==> config.mk <==
export PLATFORM = sky130hd
export DESIGN_NAME = can_tunnel_frame_deframer
export DESIGN_NICKNAME = d
export VERILOG_FILES = /design/src/design/ctfd_pkg.sv /design/src/design/can_tunnel_frame_deframer.sv
export SDC_FILE = /design/constraint.sdc
export NUM_CORES = 1
export LEC_CHECK = 0
export BUFFER_PORTS_ARGS = -buffer_cell sky130_fd_sc_hd__buf_2
export CORE_ASPECT_RATIO = 0.9
export CORE_MARGIN = 2
export CORE_UTILIZATION = 52
export CTS_BUF_LIST = sky130_fd_sc_hd__clkbuf_4 sky130_fd_sc_hd__clkbuf_8
export CTS_CLUSTER_DIAMETER = 30
export DETAILED_ROUTE_END_ITERATION = 8
export PLACE_DENSITY = 0.81
export SYNTH_ARGS = -nofsm -noshare
export SYNTH_HDL_FRONTEND = slang
export SYNTH_SLANG_ARGS = --single-unit
==> constraint.sdc <==
create_clock -name clock -period 7.1 [get_ports clock]
set_input_delay 1.065 -clock clock [delete_from_list [all_inputs] [get_ports clock]]
set_output_delay 1.065 -clock clock [all_outputs]
set_load 0.03 [all_outputs]
==> src/design/ctfd_pkg.sv <==
// Package for the CAN tunnel frame deframer.
// Holds the frame phase type and the shared constants; it depends on nothing else.
package ctfd_pkg;

   // Default for the largest payload that a frame may carry.
   localparam int MAX_PAYLOAD_DEF = 64;

   localparam int ID_BYTES = 4;
   localparam int RTR_BIT  = 30;
   localparam int FD_BIT   = 7;

   typedef enum logic [1:0] {
      PH_ID    = 2'd0,
      PH_LEN   = 2'd1,
      PH_FLAGS = 2'd2,
      PH_DATA  = 2'd3
   } phase_type;

endpackage

==> src/design/can_tunnel_frame_deframer.sv <==
// Top level of the CAN tunnel frame deframer: the header parser and the result register.
// Depends on ctfd_pkg for the phase type and the constants.
//
//   channel | direction | words carried
//   --------+-----------+--------------------------------------------------------
//   req_    | in        | one byte of the tunnelled frame stream
//   rsp_    | out       | one header-only, error or payload-byte result per word
//
// One input word is taken every cycle while req_tready is high. Each word is parsed
// in the cycle of its acceptance and any result lands in the output register on the
// same edge, so it is visible in the next cycle. The output register is refilled
// in the cycle in which its word is taken, hence a stall on rsp_ holds req_tready
// low only while the register is full and not being drained. Reset is synchronous and
// returns the parser to the identifier phase with an empty output register.
module can_tunnel_frame_deframer
   import ctfd_pkg::*;
#(
   parameter int MaxPayload = MAX_PAYLOAD_DEF
) (
   input  logic        clock,
   input  logic        reset,

   input  logic        req_tvalid,
   output logic        req_tready,
   input  logic [7:0]  req_tdata,   // [7:0] rx_byte

   output logic        rsp_tvalid,
   input  logic        rsp_tready,
   // [31:0] frame_id, [39:32] raw_len, [40] is_fd, [48:41] fd_flags,
   // [56:49] data_byte, [62:57] byte_index, [63] zero
   output logic [63:0] rsp_tdata,
   output logic        rsp_tlast,
   output logic [1:0]  rsp_tuser    // [0] has_data, [1] error
);

   localparam logic [6:0] MAX_LEN = 7'(MaxPayload);

   phase_type   phase_ff, phase_in;
   logic [6:0]  count_ff, count_in;
   logic [31:0] id_ff, id_in;
   logic [7:0]  len_ff, len_in;
   logic [7:0]  flags_ff, flags_in;

   logic        rsp_valid_ff, rsp_valid_in;
   logic [63:0] rsp_data_ff, rsp_data_in;
   logic        rsp_last_ff, rsp_last_in;
   logic [1:0]  rsp_user_ff, rsp_user_in;

   logic        accept;
   logic        header_done;
   logic        classic;
   logic [7:0]  len_eff;
   logic [7:0]  flags_eff;
   logic [6:0]  dlen;
   logic [6:0]  count_next;
   logic        emit;
   logic        emit_len_zero;
   logic        emit_error;
   logic        emit_data;
   logic        data_last;

   assign req_tready = !rsp_valid_ff || rsp_tready;
   assign accept     = req_tvalid && req_tready;

   // Header fields as they stand once the current byte has been taken.
   always_comb begin
      len_eff     = len_ff;
      flags_eff   = flags_ff;
      header_done = 1'b0;
      classic     = 1'b0;
      unique case (phase_ff)
         PH_LEN: begin
            len_eff = req_tdata;
            if (!req_tdata[FD_BIT]) begin
               flags_eff   = 8'd0;
               header_done = 1'b1;
               classic     = 1'b1;
            end
         end
         PH_FLAGS: begin
            flags_eff   = req_tdata;
            header_done = 1'b1;
         end
         default: begin
         end
      endcase
   end

   assign dlen       = len_eff[6:0];
   assign count_next = count_ff + 7'd1;
   assign data_last  = count_next >= dlen;

   // Next state of the parser.
   always_comb begin
      phase_in = phase_ff;
      count_in = count_ff;
      id_in    = id_ff;
      len_in   = len_eff;
      flags_in = flags_eff;
      unique case (phase_ff)
         PH_ID: begin
            id_in = {id_ff[23:0], req_tdata};
            if (count_next >= 7'(ID_BYTES)) begin
               count_in = 7'd0;
               phase_in = PH_LEN;
            end else begin
               count_in = count_next;
            end
         end
         PH_LEN, PH_FLAGS: begin
            if (header_done) begin
               count_in = 7'd0;
               if (id_ff[RTR_BIT]) begin
                  phase_in = PH_ID;
                  if (classic) begin
                     len_in = 8'd0;
                  end
               end else if (dlen == 7'd0 || dlen > MAX_LEN) begin
                  phase_in = PH_ID;
               end else begin
                  phase_in = PH_DATA;
               end
            end else begin
               phase_in = PH_FLAGS;
            end
         end
         PH_DATA: begin
            if (data_last) begin
               phase_in = PH_ID;
               count_in = 7'd0;
            end else begin
               count_in = count_next;
            end
         end
         default: begin
         end
      endcase
   end

   // Result word for the current byte.
   always_comb begin
      emit          = 1'b0;
      emit_len_zero = 1'b0;
      emit_error    = 1'b0;
      emit_data     = 1'b0;
      unique case (phase_ff)
         PH_LEN, PH_FLAGS: begin
            if (header_done) begin
               if (id_ff[RTR_BIT]) begin
                  emit          = 1'b1;
                  emit_len_zero = classic;
               end else if (dlen == 7'd0) begin
                  emit = 1'b1;
               end else if (dlen > MAX_LEN) begin
                  emit       = 1'b1;
                  emit_error = 1'b1;
               end
            end
         end
         PH_DATA: begin
            emit      = 1'b1;
            emit_data = 1'b1;
         end
         default: begin
         end
      endcase

      rsp_data_in        = 64'd0;
      rsp_data_in[31:0]  = id_ff;
      rsp_data_in[39:32] = emit_len_zero ? 8'd0 : len_eff;
      rsp_data_in[40]    = emit_len_zero ? 1'b0 : len_eff[FD_BIT];
      rsp_data_in[48:41] = flags_eff;
      rsp_data_in[56:49] = emit_data ? req_tdata : 8'd0;
      rsp_data_in[62:57] = emit_data ? count_ff[5:0] : 6'd0;
      rsp_last_in        = emit_data ? data_last : 1'b1;
      rsp_user_in        = {emit_error, emit_data};

      if (accept) begin
         rsp_valid_in = emit;
      end else if (rsp_tready) begin
         rsp_valid_in = 1'b0;
      end else begin
         rsp_valid_in = rsp_valid_ff;
      end
   end

   always_ff @(posedge clock) begin
      if (reset) begin
         phase_ff     <= PH_ID;
         count_ff     <= 7'd0;
         id_ff        <= 32'd0;
         len_ff       <= 8'd0;
         flags_ff     <= 8'd0;
         rsp_valid_ff <= 1'b0;
      end else begin
         rsp_valid_ff <= rsp_valid_in;
         if (accept) begin
            phase_ff <= phase_in;
            count_ff <= count_in;
            id_ff    <= id_in;
            len_ff   <= len_in;
            flags_ff <= flags_in;
         end
      end
   end

   always_ff @(posedge clock) begin
      if (accept && emit) begin
         rsp_data_ff <= rsp_data_in;
         rsp_last_ff <= rsp_last_in;
         rsp_user_ff <= rsp_user_in;
      end
   end

   assign rsp_tvalid = rsp_valid_ff;
   assign rsp_tdata  = rsp_data_ff;
   assign rsp_tlast  = rsp_last_ff;
   assign rsp_tuser  = rsp_user_ff;

endmodule

==> impl_metrics.ini <==
[die]
row_count = 33
pin_count = 81
floorplan.initialDensity_pct = 53.3
die_area_mm2 = 0.0101
core_mm2 = 0.00908
die_h_um = 95.6
fp.dieW_um = 106

[routing]
drt.antenna.violating_nets = 0
route.detailed.wl_per_inst_um = 15.4
detail_route.iter0.violations = 227
totalWireLength_mm = 9.96
drc = 0
first_pass_iters = 6
vias = 3507
via_per_inst = 5.42

[sta]
layout_min_cycle_time_ns = 3.08
fmaxAchievable_ghz = 0.325
timing.final.hold_violations = 0
fin_setup_tns_ns = 0
slew_viol_final = 0
rsz0062_at_grt = false
timing.clock.skew_ns = 0.0126
final_period_util_pct = 43.4
relSlewSlack_pct = 21.7
setup_viol_count_final = 0
worst_pin_slew_ns = 1.17

[cts]
post_cts_buffers = 0
clock_latency_ns = 0.43
post_cts_resize_count = 0
worst_setup_hold_path_clk_slew_ns = 0.07
cts_buffers = 17
clockBufferDepth = 2
postCtsHoldBufs = 0
cts_tree = done
numClockSinks = 123
root_buffer = sky130_fd_sc_hd__clkbuf_8
cts_max_level = 4

[yosys]
synth.area.top_cells = sky130_fd_sc_hd__edfxtp_1, sky130_fd_sc_hd__dfxtp_1, sky130_fd_sc_hd__nand2_1
synth.top_cells.by_count = sky130_fd_sc_hd__nand2_1, sky130_fd_sc_hd__edfxtp_1, sky130_fd_sc_hd__dfxtp_1
syn-mean-instance-area_um2 = 11.1
synth_top_family_by_area = simple AND/OR/NAND/NOR gates
yosys.area.top_type = sky130_fd_sc_hd__edfxtp_1
postSynth.topFlopCell = sky130_fd_sc_hd__edfxtp_1
synth_seq_cells = 123
synth_fp_nets = 461
synth-compound-area-share_pct = 11.9
synth-edff-count = 65
synthAdderAreaFrac_pct = 3.33
synthMostInstantiatedCell = sky130_fd_sc_hd__nand2_1
post_synth_design_cell_area_mm2 = 0.00484
muxShareOfSynthArea_pct = 1.68
yosys.area_share.xor_xnor_pct = 0.723
unique_cell_type_count_in_the_yosys_netlist = 47
synthDominantCellAreaShare_pct = 40.3
yosysSeqAreaShare_pct = 64.3
async_flop_share_pct = 0
synthesis.yosys.warnings = 0
yosys.area_share.simple_pct = 14.9
synthesis.instances = 437

[run_status]
run_status = completed

[setup_path]
worst_path_largest_cell_delay_ns = 0.57
critPathCaptureType = register
worstSetupPathType = reg2reg
critical-path-top-delay-family = buffers and inverters
critical_path.startpoint_type = register
worst_ep_required_time_ns = 7.17
cp_num_buf_inv = 3
critical_path.slowest_cell = sky130_fd_sc_hd__ha_1
cp_data_arrival_time_ns = 3.15
crit_chain = inv_1 -> ha_1 -> mux2i_1 -> inv_1 -> a21oi_1 -> nand2b_1 -> o21bai_1 -> a211oi_4 -> buf_4
crit_path_max_fanout = 35
crit_top_cell = sky130_fd_sc_hd__inv_1

[global_route]
grt_start_max_net_pins = 54
gr-total-overflow = 0
first_pass_grt_wire_length_mm = 15.9
vias_in_the_first_global_route = 3246
gr-usage-all-layers_pct = 20.6
number_of_antenna_violations_at_the_first_check_in_global_routing = 0

[placed_design]
post-dp-hpwl_mm = 6.61
count_of_port_buffers_added_during_placement = 79
gp_congestion = 0.948

[min_path]
hold_path_class = reg2reg

[cells_and_area]
nets = 536
layout.filler_cells = 718
layout-drive-gt1-share_pct = 23.4
area_growth_pct = 18.0
antenna_cells = 0

[pwr]
power.static_leakage_nw = 2.15
total_power_mw = 1.43
power.density_mw_per_mm2 = 251
max_rail_drop_vdd_v = 0.000114

[flow_run]
cap_viol_max_count = 0
[path summary, 6_finish.rpt]
| kind | cells past startpoint | slack (ns) | from | endpoint |
|---|---|---|---|---|
| setup reg to reg | 9 | 4.02 | phase_ff[1] | rsp_tuser[1] |
| hold reg to reg | 0 | 0.43 | id_ff[27] | rsp_tdata[27] |
| setup / recovery | 9 | 4.02 | phase_ff[1] | rsp_tuser[1] |
| hold / removal | 0 | 0.43 | id_ff[27] | rsp_tdata[27] |
[stage by stage]
step | area [um2] | utilization, % | cells | hold WS (ns) | worst slack, ns
after floorplan | 4850 | - | 437 | 0.408 | 1.94
after global placement | 5310 | 58.5 | 615 | 0.413 | 4.00
after detailed placement | 5310 | 58.5 | 615 | 0.416 | 3.90
after CTS | 5710 | 62.9 | 647 | 0.435 | 4.03
after global routing | 5710 | 62.9 | 647 | 0.442 | 3.76
final | 5710 | 62.9 | 647 | 0.433 | 4.02
[routing by layer]
metal	up-vias	routed length (um)	track usage (%)
met1	1668	4130	25.5
li1	1674	-	-
met5	-	0	0
met3	21	618	5.26
met4	0	236	8.33
met2	144	4970	34.9
[registers in the layout (all words and copies together) (netlist names)]
name and cells:
id_ff 32, len_ff 8, rsp_tuser 2, rsp_tlast 1, rsp_tvalid 1, phase_ff 2, count_ff 7, flags_ff 8
rsp_tdata 62
[layout make-up]
cell class | count | area (um2) | area share (%)
multi-input combinational | 279 | 1590 | 27.9
sequential | 123 | 3110 | 54.5
tap | 122 | 153 | 2.67
clock inverter | 15 | 168 | 2.93
inverter | 10 | 42.5 | 0.744
clock buffer | 17 | 234 | 4.09
timing repair buffer | 81 | 410 | 7.18
[cells in the final DEF (no fill, tap or decap), types with 2 or more instances in the layout]
cell type / instances
sky130_fd_sc_hd__xor2_1: 3
sky130_fd_sc_hd__clkbuf_8: 17
sky130_fd_sc_hd__nand2_1: 104
sky130_fd_sc_hd__inv_6: 6
sky130_fd_sc_hd__and2_1: 19
sky130_fd_sc_hd__a21oi_2: 2
sky130_fd_sc_hd__a21o_1: 5
sky130_fd_sc_hd__a22o_1: 8
sky130_fd_sc_hd__inv_1: 9
sky130_fd_sc_hd__and3_1: 3
sky130_fd_sc_hd__mux2i_1: 7
sky130_fd_sc_hd__clkinv_4: 2
sky130_fd_sc_hd__edfxtp_1: 65
sky130_fd_sc_hd__clkinvlp_4: 2
sky130_fd_sc_hd__dfxtp_1: 58
sky130_fd_sc_hd__nor4_1: 2
sky130_fd_sc_hd__o21ai_0: 3
sky130_fd_sc_hd__a32o_1: 5
sky130_fd_sc_hd__nand2b_1: 5
sky130_fd_sc_hd__buf_2: 79
sky130_fd_sc_hd__buf_4: 2
sky130_fd_sc_hd__ha_1: 12
sky130_fd_sc_hd__nor3_1: 5
sky130_fd_sc_hd__nand3_1: 3
sky130_fd_sc_hd__or2_2: 2
sky130_fd_sc_hd__nor2_1: 16
sky130_fd_sc_hd__a21oi_1: 51
sky130_fd_sc_hd__inv_8: 4
sky130_fd_sc_hd__a211oi_1: 3
[cells by family after synthesis]
kind of cell               after synthesis
AOI/OAI and AO/OA                       89
xor gates and xnor gates                 4
adders and majority gates               13
buffers and inverters                   35
DFF                                    123
muxes                                    8
other                                    1
and+or+nand+nor                        164
[power by group]
part | switching, mW | internal [mW]
Combinational | 0.0433 | 0.0207
Sequential | 0.00792 | 0.751
Clock | 0.316 | 0.296
Power figures use the tool's default switching activity.
